**src/rtl/ntf_pkg.sv**
```systemverilog
package ntf_pkg;

    // Default limit on the characters sent out for one number.
    localparam int MAX_CHARS_DEF = 16;

    // A 32-bit magnitude has at most ten decimal digits.
    // In base 26 it has at most seven.
    localparam int DIG_DEPTH = 10;
    localparam int DIG_IDX_W = $clog2(DIG_DEPTH);

    // Style codes. Codes above STYLE_UPPER_ALPHA format as decimal.
    localparam logic [2:0] STYLE_DECIMAL     = 3'd0;
    localparam logic [2:0] STYLE_LOWER_ROMAN = 3'd1;
    localparam logic [2:0] STYLE_UPPER_ROMAN = 3'd2;
    localparam logic [2:0] STYLE_LOWER_ALPHA = 3'd3;
    localparam logic [2:0] STYLE_UPPER_ALPHA = 3'd4;

    localparam logic [31:0] ROMAN_LIMIT = 32'd39999;

    // Reciprocals for constant division: q = (x * RECIP) >> SHIFT.
    // Each is exact for every 32-bit x.
    localparam logic [31:0] RECIP_10 = 32'd3435973837;
    localparam int          SHIFT_10 = 35;
    localparam logic [31:0] RECIP_26 = 32'd2643056798;
    localparam int          SHIFT_26 = 36;

    localparam logic [6:0] ASCII_MINUS   = 7'h2D;
    localparam logic [6:0] ASCII_ZERO    = 7'h30;
    localparam logic [6:0] ASCII_LOWER_A = 7'h61;
    localparam logic [6:0] ASCII_UPPER_A = 7'h41;

    typedef struct packed {
        logic signed [31:0] value;
        logic [2:0]         style;
        logic [4:0]         min_digits;
    } num_word_t;

    typedef struct packed {
        logic [6:0] text_char;
        logic       last;
        logic       range_error;
    } txt_word_t;

    // Roman letter for a decimal position. The "one" letters are i x c m z.
    // The "five" letters are v l d w.
    function automatic logic [6:0] roman_letter(input logic five, input logic [2:0] pos,
                                                input logic upper);
        logic [6:0] lc;
        begin
            lc = 7'h69;
            if (five)
            begin
                case (pos)
                    3'd0:    lc = 7'h76;
                    3'd1:    lc = 7'h6C;
                    3'd2:    lc = 7'h64;
                    default: lc = 7'h77;
                endcase
            end
            else
            begin
                case (pos)
                    3'd0:    lc = 7'h69;
                    3'd1:    lc = 7'h78;
                    3'd2:    lc = 7'h63;
                    3'd3:    lc = 7'h6D;
                    default: lc = 7'h7A;
                endcase
            end
            roman_letter = upper ? (lc & 7'h5F) : lc;
        end
    endfunction

endpackage

```
**src/rtl/ntf_div.sv**
```systemverilog
module ntf_div (
    input  logic        clk,
    input  logic        mul_en,
    input  logic        base26,
    input  logic [31:0] x,
    output logic [31:0] quot,
    output logic [4:0]  rem
);
    import ntf_pkg::*;

    logic [63:0] prod;
    logic [31:0] recip;
    logic [31:0] quot_reg;
    logic [31:0] quot_next;
    logic [4:0]  back;

    // The quotient is taken from the high bits of the reciprocal product.
    always_comb
    begin
        recip = base26 ? RECIP_26 : RECIP_10;
        prod  = 64'(x) * 64'(recip);
        if (base26)
        begin
            quot_next = 32'(prod[63:SHIFT_26]);
        end
        else
        begin
            quot_next = 32'(prod[63:SHIFT_10]);
        end
    end

    always_ff @(posedge clk)
    begin
        if (mul_en)
        begin
            quot_reg <= quot_next;
        end
    end

    // The remainder is below 26, so five low bits of x - q * base are enough.
    always_comb
    begin
        if (base26)
        begin
            back = 5'((quot_reg[4:0] << 4) + (quot_reg[4:0] << 3) + (quot_reg[4:0] << 1));
        end
        else
        begin
            back = 5'((quot_reg[4:0] << 3) + (quot_reg[4:0] << 1));
        end
        rem = 5'(x[4:0] - back);
    end

    assign quot = quot_reg;

endmodule

```
**src/rtl/number_to_text_formatter.sv**
```systemverilog
// Formats one signed 32-bit number per input word as ASCII text. The text goes out
// one character per output word, most significant first. The last character of a
// number has last set. Styles are decimal (zero padded to min_digits), lower or
// upper roman (z and w stand for ten and five thousand), and lower or upper
// bijective base-26 letters. Codes 5 to 7 are decimal. A negative number gets a
// leading minus sign. Zero prints as 0 in the roman and letter styles. At most
// MAX_CHARS characters go out, and the last of them carries last. A roman
// magnitude above 39999 gives a single word with range_error set and text_char zero.
// The block handles one number at a time, and num_ready stays low until every
// character of that number has been handed to the output register. After an
// item is accepted, the shared constant divider produces one digit per pass
// through its multiply and subtract steps: up to ten for decimal, seven for
// letters and five for roman. The sign, pad and digit steps then write the text
// into the character buffer, one character at a time. The emit step then reads
// the text out at one character per cycle when txt_ready is held high. The
// division loop runs through a single 32x32 reciprocal multiplier, and the
// character buffer has one write port.
module number_to_text_formatter #(
    parameter int MAX_CHARS = ntf_pkg::MAX_CHARS_DEF
) (
    input  logic              clk,
    input  logic              rst_n,
    input  logic              num_valid,
    output logic              num_ready,
    input  ntf_pkg::num_word_t num,
    output logic              txt_valid,
    input  logic              txt_ready,
    output ntf_pkg::txt_word_t txt
);
    import ntf_pkg::*;

    localparam int IDX_W = $clog2(MAX_CHARS);
    localparam int CNT_W = $clog2(MAX_CHARS + 1);

    // The number moves through these steps. The divider splits the magnitude into
    // digits, least significant first. The sign, pad and digit steps then write
    // the text into the character buffer. The emit step reads the text out.
    typedef enum logic [2:0] {
        ST_IDLE,
        ST_DIV_MUL,
        ST_DIV_SUB,
        ST_SIGN,
        ST_PAD,
        ST_DIGS,
        ST_EMIT
    } state_t;

    state_t              state_reg, state_next;
    logic [31:0]         x_reg, x_next;
    logic                neg_reg, neg_next;
    logic                zero_reg, zero_next;
    logic                roman_reg, roman_next;
    logic                alpha_reg, alpha_next;
    logic                upper_reg, upper_next;
    logic                err_reg, err_next;
    logic [4:0]          min_reg, min_next;
    logic [4:0]          pad_reg, pad_next;
    logic [DIG_IDX_W:0]  nd_reg, nd_next;
    logic [DIG_IDX_W-1:0] dptr_reg, dptr_next;
    logic [1:0]          rsub_reg, rsub_next;
    logic [CNT_W-1:0]    wr_reg, wr_next;
    logic [IDX_W-1:0]    rd_reg, rd_next;
    logic                txt_valid_reg, txt_valid_next;
    txt_word_t           txt_reg, txt_next;

    // Digit store (LSB first) and character buffer.
    logic [4:0]          dig_reg [DIG_DEPTH];
    logic [6:0]          buf_reg [MAX_CHARS];
    logic                dig_we;
    logic                buf_we;
    logic [6:0]          buf_wdata;

    // Shared divider.
    logic                div_mul_en;
    logic [31:0]         div_quot;
    logic [4:0]          div_rem;

    // Decode of the incoming word.
    logic                in_neg;
    logic [31:0]         in_mag;
    logic                in_roman;
    logic                in_alpha;
    logic                in_upper;

    // Digit the build steps are working on.
    logic [4:0]          cur_dig;
    logic [2:0]          rom_len;
    logic [6:0]          rom_char;
    logic [2:0]          pos;
    logic [4:0]          nd_ext;

    ntf_div u_div (
        .clk    (clk),
        .mul_en (div_mul_en),
        .base26 (alpha_reg),
        .x      (x_reg),
        .quot   (div_quot),
        .rem    (div_rem)
    );

    always_comb
    begin
        in_neg   = num.value[31];
        in_mag   = in_neg ? (32'd0 - 32'(num.value)) : 32'(num.value);
        in_roman = (num.style == STYLE_LOWER_ROMAN) || (num.style == STYLE_UPPER_ROMAN);
        in_alpha = (num.style == STYLE_LOWER_ALPHA) || (num.style == STYLE_UPPER_ALPHA);
        in_upper = (num.style == STYLE_UPPER_ROMAN) || (num.style == STYLE_UPPER_ALPHA);
    end

    // A roman position that lies above the digits produced reads as zero.
    always_comb
    begin
        pos = 3'(dptr_reg);
        if ((DIG_IDX_W + 1)'(dptr_reg) < nd_reg)
        begin
            cur_dig = dig_reg[dptr_reg];
        end
        else
        begin
            cur_dig = 5'd0;
        end

        if (pos == 3'd4)
        begin
            rom_len = 3'(cur_dig);
        end
        else
        begin
            case (cur_dig)
                5'd0:    rom_len = 3'd0;
                5'd1:    rom_len = 3'd1;
                5'd2:    rom_len = 3'd2;
                5'd3:    rom_len = 3'd3;
                5'd4:    rom_len = 3'd2;
                5'd5:    rom_len = 3'd1;
                5'd6:    rom_len = 3'd2;
                5'd7:    rom_len = 3'd3;
                5'd8:    rom_len = 3'd4;
                default: rom_len = 3'd2;
            endcase
        end

        // The subtractive forms are four (one then five) and nine (one then the
        // next one). Other digits are an optional five followed by ones.
        if (pos == 3'd4)
        begin
            rom_char = roman_letter(1'b0, pos, upper_reg);
        end
        else if (cur_dig == 5'd4)
        begin
            rom_char = roman_letter(rsub_reg != 2'd0, pos, upper_reg);
        end
        else if (cur_dig == 5'd9)
        begin
            rom_char = roman_letter(1'b0, (rsub_reg == 2'd0) ? pos : pos + 3'd1, upper_reg);
        end
        else if (cur_dig >= 5'd5)
        begin
            rom_char = roman_letter(rsub_reg == 2'd0, pos, upper_reg);
        end
        else
        begin
            rom_char = roman_letter(1'b0, pos, upper_reg);
        end
    end

    always_comb
    begin
        state_next     = state_reg;
        x_next         = x_reg;
        neg_next       = neg_reg;
        zero_next      = zero_reg;
        roman_next     = roman_reg;
        alpha_next     = alpha_reg;
        upper_next     = upper_reg;
        err_next       = err_reg;
        min_next       = min_reg;
        pad_next       = pad_reg;
        nd_next        = nd_reg;
        dptr_next      = dptr_reg;
        rsub_next      = rsub_reg;
        wr_next        = wr_reg;
        rd_next        = rd_reg;
        txt_next       = txt_reg;
        txt_valid_next = txt_valid_reg && !txt_ready;
        dig_we         = 1'b0;
        buf_we         = 1'b0;
        buf_wdata      = ASCII_ZERO;
        div_mul_en     = 1'b0;
        nd_ext         = 5'(nd_reg) + 5'd1;

        case (state_reg)
            ST_IDLE:
            begin
                if (num_valid)
                begin
                    neg_next   = in_neg;
                    roman_next = in_roman;
                    alpha_next = in_alpha;
                    upper_next = in_upper;
                    min_next   = num.min_digits;
                    zero_next  = (in_roman || in_alpha) && (in_mag == 32'd0);
                    err_next   = 1'b0;
                    nd_next    = '0;
                    pad_next   = 5'd0;
                    rsub_next  = 2'd0;
                    wr_next    = '0;
                    rd_next    = '0;
                    if (in_roman && (in_mag > ROMAN_LIMIT))
                    begin
                        // Overflow sends one error word and nothing else.
                        err_next   = 1'b1;
                        wr_next    = CNT_W'(1);
                        state_next = ST_EMIT;
                    end
                    else if ((in_roman || in_alpha) && (in_mag == 32'd0))
                    begin
                        state_next = ST_SIGN;
                    end
                    else
                    begin
                        // Bijective base 26 starts from the magnitude minus one.
                        x_next     = in_alpha ? (in_mag - 32'd1) : in_mag;
                        state_next = ST_DIV_MUL;
                    end
                end
            end

            ST_DIV_MUL:
            begin
                div_mul_en = 1'b1;
                state_next = ST_DIV_SUB;
            end

            ST_DIV_SUB:
            begin
                dig_we  = 1'b1;
                nd_next = nd_reg + (DIG_IDX_W + 1)'(1);
                if (div_quot == 32'd0)
                begin
                    // Roman text always walks the five positions from the top.
                    dptr_next = roman_reg ? DIG_IDX_W'(4) : nd_reg[DIG_IDX_W-1:0];
                    pad_next  = (min_reg > nd_ext) ? (min_reg - nd_ext) : 5'd0;
                    state_next = ST_SIGN;
                end
                else
                begin
                    x_next     = alpha_reg ? (div_quot - 32'd1) : div_quot;
                    state_next = ST_DIV_MUL;
                end
            end

            ST_SIGN:
            begin
                if (neg_reg)
                begin
                    buf_we    = 1'b1;
                    buf_wdata = ASCII_MINUS;
                    wr_next   = wr_reg + CNT_W'(1);
                end
                state_next = (roman_reg || alpha_reg) ? ST_DIGS : ST_PAD;
            end

            ST_PAD:
            begin
                if (wr_reg == CNT_W'(MAX_CHARS))
                begin
                    state_next = ST_EMIT;
                end
                else if (pad_reg != 5'd0)
                begin
                    buf_we    = 1'b1;
                    buf_wdata = ASCII_ZERO;
                    wr_next   = wr_reg + CNT_W'(1);
                    pad_next  = pad_reg - 5'd1;
                end
                else
                begin
                    state_next = ST_DIGS;
                end
            end

            ST_DIGS:
            begin
                if (wr_reg == CNT_W'(MAX_CHARS))
                begin
                    state_next = ST_EMIT;
                end
                else if (zero_reg)
                begin
                    buf_we     = 1'b1;
                    buf_wdata  = ASCII_ZERO;
                    wr_next    = wr_reg + CNT_W'(1);
                    state_next = ST_EMIT;
                end
                else if (roman_reg)
                begin
                    if (rom_len != 3'd0)
                    begin
                        buf_we    = 1'b1;
                        buf_wdata = rom_char;
                        wr_next   = wr_reg + CNT_W'(1);
                    end
                    if ((rom_len == 3'd0) || (3'(rsub_reg) == rom_len - 3'd1))
                    begin
                        rsub_next = 2'd0;
                        if (dptr_reg == '0)
                        begin
                            state_next = ST_EMIT;
                        end
                        else
                        begin
                            dptr_next = dptr_reg - DIG_IDX_W'(1);
                        end
                    end
                    else
                    begin
                        rsub_next = rsub_reg + 2'd1;
                    end
                end
                else
                begin
                    buf_we = 1'b1;
                    if (alpha_reg)
                    begin
                        buf_wdata = (upper_reg ? ASCII_UPPER_A : ASCII_LOWER_A) + 7'(cur_dig);
                    end
                    else
                    begin
                        buf_wdata = ASCII_ZERO + 7'(cur_dig);
                    end
                    wr_next = wr_reg + CNT_W'(1);
                    if (dptr_reg == '0)
                    begin
                        state_next = ST_EMIT;
                    end
                    else
                    begin
                        dptr_next = dptr_reg - DIG_IDX_W'(1);
                    end
                end
            end

            ST_EMIT:
            begin
                // The output register refills as soon as the held word is taken.
                if (!txt_valid_reg || txt_ready)
                begin
                    txt_valid_next        = 1'b1;
                    txt_next.text_char    = err_reg ? 7'd0 : buf_reg[rd_reg];
                    txt_next.range_error  = err_reg;
                    txt_next.last         = (CNT_W'(rd_reg) + CNT_W'(1) == wr_reg);
                    if (CNT_W'(rd_reg) + CNT_W'(1) == wr_reg)
                    begin
                        state_next = ST_IDLE;
                    end
                    else
                    begin
                        rd_next = rd_reg + IDX_W'(1);
                    end
                end
            end

            default:
            begin
                state_next = ST_IDLE;
            end
        endcase
    end

    always_ff @(posedge clk or negedge rst_n)
    begin
        if (!rst_n)
        begin
            state_reg     <= ST_IDLE;
            x_reg         <= '0;
            neg_reg       <= 1'b0;
            zero_reg      <= 1'b0;
            roman_reg     <= 1'b0;
            alpha_reg     <= 1'b0;
            upper_reg     <= 1'b0;
            err_reg       <= 1'b0;
            min_reg       <= '0;
            pad_reg       <= '0;
            nd_reg        <= '0;
            dptr_reg      <= '0;
            rsub_reg      <= '0;
            wr_reg        <= '0;
            rd_reg        <= '0;
            txt_valid_reg <= 1'b0;
            txt_reg       <= '0;
        end
        else
        begin
            state_reg     <= state_next;
            x_reg         <= x_next;
            neg_reg       <= neg_next;
            zero_reg      <= zero_next;
            roman_reg     <= roman_next;
            alpha_reg     <= alpha_next;
            upper_reg     <= upper_next;
            err_reg       <= err_next;
            min_reg       <= min_next;
            pad_reg       <= pad_next;
            nd_reg        <= nd_next;
            dptr_reg      <= dptr_next;
            rsub_reg      <= rsub_next;
            wr_reg        <= wr_next;
            rd_reg        <= rd_next;
            txt_valid_reg <= txt_valid_next;
            txt_reg       <= txt_next;
        end
    end

    // The digit store and the character buffer need no reset. Each is written
    // before it is read for the current number.
    always_ff @(posedge clk)
    begin
        if (dig_we)
        begin
            dig_reg[nd_reg[DIG_IDX_W-1:0]] <= div_rem;
        end
        if (buf_we)
        begin
            buf_reg[wr_reg[IDX_W-1:0]] <= buf_wdata;
        end
    end

    assign num_ready = (state_reg == ST_IDLE);
    assign txt_valid = txt_valid_reg;
    assign txt       = txt_reg;

endmodule
```
**config.mk**
```make
export PLATFORM = sky130hd
export DESIGN_NAME = number_to_text_formatter
export DESIGN_NICKNAME = d
export VERILOG_FILES = /design/src/rtl/ntf_pkg.sv /design/src/rtl/ntf_div.sv /design/src/rtl/number_to_text_formatter.sv
export SDC_FILE = /design/constraint.sdc
export NUM_CORES = 2
export LEC_CHECK = 0
export ABC_AREA = 0
export CAP_MARGIN = 0
export CORE_AREA = 4 4 303 305
export CTS_CLUSTER_SIZE = 40
export DETAILED_ROUTE_END_ITERATION = 10
export DIE_AREA = 0 0 307 309
export DONT_BUFFER_PORTS = 1
export GPL_ROUTABILITY_DRIVEN = 0
export PLACE_DENSITY_LB_ADDON = 0.05
export SYNTH_ARGS = -nofsm -noshare
export SYNTH_HDL_FRONTEND = slang
export SYNTH_SLANG_ARGS = --single-unit
```
**constraint.sdc**
```tcl
create_clock -name clk -period 8.73 [get_ports clk]
set_input_delay 0.4365 -clock clk [delete_from_list [all_inputs] [get_ports clk]]
set_output_delay 0.4365 -clock clk [all_outputs]
set_load 0.005 [all_outputs]
```
==> results.py <==
metrics = {
    "status": {
        "status": "finished, final reports clean",
    },
    "critical_path": {
        "cp_data_arrival_time_ns": 8.93,
        "critical_path.startpoint_type": "flip-flop",
        "critical_path.max_fanout": 9,
        "end_kind": "flip-flop",
        "crit_type": "flip-flop to flip-flop",
        "crit_required_ns": 9.15,
    },
    "clock_tree": {
        "htree_levels": 1,
        "cts_tree": "built",
        "cts_max_path_buffers": 3,
        "clk_latency_ns": 0.59,
        "cts_made_buffers": 30,
        "cts_sinks": 272,
        "clk_pin_slew_ns": 0.06,
        "root_buffer": "clkbuf_16",
    },
    "sta": {
        "fin_crit_sh_pct": 97.54,
        "fmax_mhz": 117.4,
        "rsz0062_at_grt": "yes",
        "maxSlewViolCount": 0,
        "finalSetupViolCount": 0,
        "period_needed_ns": 8.515,
        "hold_viol_final": 0,
        "skew_ns": 0.01985,
        "maxSlewHeadroom_pct": 19.71,
        "worst_slew_pin_slew_ns": 1.193,
    },
    "routing": {
        "avgRoutedWirePerCell_um": 23.94,
        "postRouteAntennaNets": 0,
        "drt_iter0_drc": 1895,
        "post-route-drc-count": 0,
        "via_count": 25200,
        "routed_wl_um": 114000,
        "drtPass1Iterations": 5,
        "via_per_inst": 5.294,
    },
    "synthesis": {
        "syn_area_per_cell_um2": 10.48,
        "synth_warnings": 0,
        "netlist_area_um2": 36360,
        "syn_nets": 4448,
        "syn_inst": 3468,
        "dominantRegCellSynth": "edfxtp_1",
        "synth_cell_types": 95,
        "synthArstFlopShare_pct": 29.78,
        "ys_seq_elements": 272,
        "synth_edf_count": 191,
        "ys_seq_area_share_pct": 21.35,
    },
    "final_layout": {
        "largest_reg_flops": 112,
        "syn_to_final_growth_pct": 9.119,
        "antennaDiodeCount": 0,
        "final_common_cell": "inv_1",
        "drive_gt1_share_pct": 9.347,
        "nNetsFinal": 4540,
        "postLayoutCoreUtil_pct": 44.42,
        "final_cell_mix": "inv_1, fa_1, ha_1, edfxtp_1, nand2_1",
        "fin_area_um2": 39680,
    },
    "hold_path": {
        "hold_path_class": "input pin to flip-flop",
    },
    "floorplanning": {
        "fp.dieW_um": 307,
        "fp.dieH_um": 309,
        "die_area_um2": 94860,
        "io_pins": 55,
        "initial_core_util_pct": 40.71,
        "fp.coreArea_um2": 89320,
        "row_count": 110,
    },
    "global_route": {
        "grt_max_degree": 82,
        "antenna_found_initial": 1,
        "grt_pass1_wl_um": 171800,
        "overflow": 0,
        "grt_pass1_vias": 26890,
        "gr-usage-all-layers_pct": 24.28,
    },
    "place": {
        "dpl_cell_area_um2": 38510,
        "place_hpwl_um": 98930,
        "port_buffers": 0,
    },
    "job": {
        "drv_cap": 0,
    },
}
## per-layer routing
metal  global-route usage [%]  vias to the layer above  routed length, um
li1                         -                    11570                  -
met1                    33.31                    12820              49080
met2                    40.53                      685              54590
met3                    3.341                      120               6239
met4                    7.085                        2               4050
met5                        0                        -                  7
## layout make-up
type / count / area (um2)
Sequential cell: 272 / 7769
Tap cell: 1176 / 1471
Multi-Input combinational cell: 2287 / 25190
Clock inverter: 20 / 160.2
Fill cell: 8519 / 49650
Clock buffer: 36 / 793.3
Inverter: 813 / 3052
Timing Repair Buffer: 156 / 1237
## repair_timing
action,CTS,global route
hold buffers,8,0
pin swaps,0,3
hold endpoints to repair,87,0
buffers inserted,0,4
resized for setup,2,14
endpoints found under the setup margin,5,20
## cells by family after synthesis
logic type	share of synthesized area, %
AO/OA/AOI/OAI	8.004
XOR/XNOR	3.441
adder cells (fa/ha/maj)	43.48
buffers and inverters	9.615
flip-flops	21.35
multiplexers	5.062
AND/OR/NAND/NOR	9.047
## synth_stat cells (all sizes together) (9+ instances only)
library cell / number / area [um2]
inv: 811 / 3044
fa: 546 / 10930
ha: 390 / 4880
edfxtp: 191 / 5736
nand2: 190 / 713.2
nor2: 135 / 506.7
o21ai: 104 / 531.8
a21oi: 102 / 510.5
xnor2: 82 / 718.2
dfrtp: 81 / 2027
clkbuf: 75 / 282.8
xor2: 60 / 533.0
nand3: 58 / 290.3
nor3: 57 / 295.3
mux4: 45 / 1013
mux2: 42 / 566.8
nand4: 33 / 212.7
a21o: 31 / 232.7
nor2b: 27 / 168.9
mux2i: 26 / 260.3
nor4: 25 / 168.9
and2: 24 / 150.1
a31oi: 22 / 137.6
o31ai: 22 / 170.2
buf: 21 / 161.4
nand2b: 20 / 125.1
or3: 19 / 118.9
and3: 18 / 112.6
o211ai: 16 / 120.1
or4: 12 / 93.84
a211oi: 11 / 87.58
or2: 11 / 68.82
o22ai: 10 / 68.81
a22o: 9 / 78.83
o21a: 9 / 67.56
o21bai: 9 / 67.56
o41ai: 9 / 86.34
## worst paths after layout
kind                                             start  slack [ns]                  endpoint  depth (start not counted)
max in group asynchronous                        rst_n        7.79     alpha_reg$_DFFE_PN0P_                          2
worst min-delay path                            num[6]        0.05     upper_reg$_DFFE_PN0P_                          2
min in group asynchronous                        rst_n        0.43    pad_reg[4]$_DFFE_PN0P_                          2
worst min register to register  min_reg[2]$_DFFE_PN0P_        0.51    min_reg[2]$_DFFE_PN0P_                          2
worst max register to register   alpha_reg$_DFFE_PN0P_        0.21  u_div.quot[27]$_DFFE_PP_                         27
worst max-delay path             alpha_reg$_DFFE_PN0P_        0.21  u_div.quot[27]$_DFFE_PP_                         27
## per-stage QoR
stage          setup TNS [ns]  std cells  hold WS [ns]  setup WS (ns)
4_1_cts                     0       4756       0.02124        0.02066
5_1_grt              -0.04511       4760       0.06673       -0.04511
2_1_floorplan               0       3468        0.1409         0.6677
3_3_place_gp                0       4692        0.1435        0.01749
3_5_place_dp         -0.01929       4692        0.1435       -0.01929
6_report                    0       4760       0.05294         0.2149
## worst max-delay path, cell delays in order (launching register included)
cell and delay (ns):
dfrtp_4 0.48, buf_12 0.15, buf_4 0.17, nand2_1 0.12
inv_1 0.10, fa_1 0.50, inv_1 0.10, fa_1 0.53
inv_1 0.05, fa_1 0.48, inv_1 0.06, fa_1 0.47
inv_1 0.18, fa_2 0.56, fa_1 0.55, fa_1 0.48
ha_1 0.23, ha_1 0.31, a21o_1 0.20, a311oi_1 0.33
nand2_1 0.09, a221oi_1 0.28, buf_4 0.17, o21ai_0 0.26
or4_4 0.63, and4_1 0.24, or4_1 0.51, o211ai_1 0.10
Power is not shown: default switching activity piles up to over one toggle a cycle in this logic, so the estimate is an artifact.
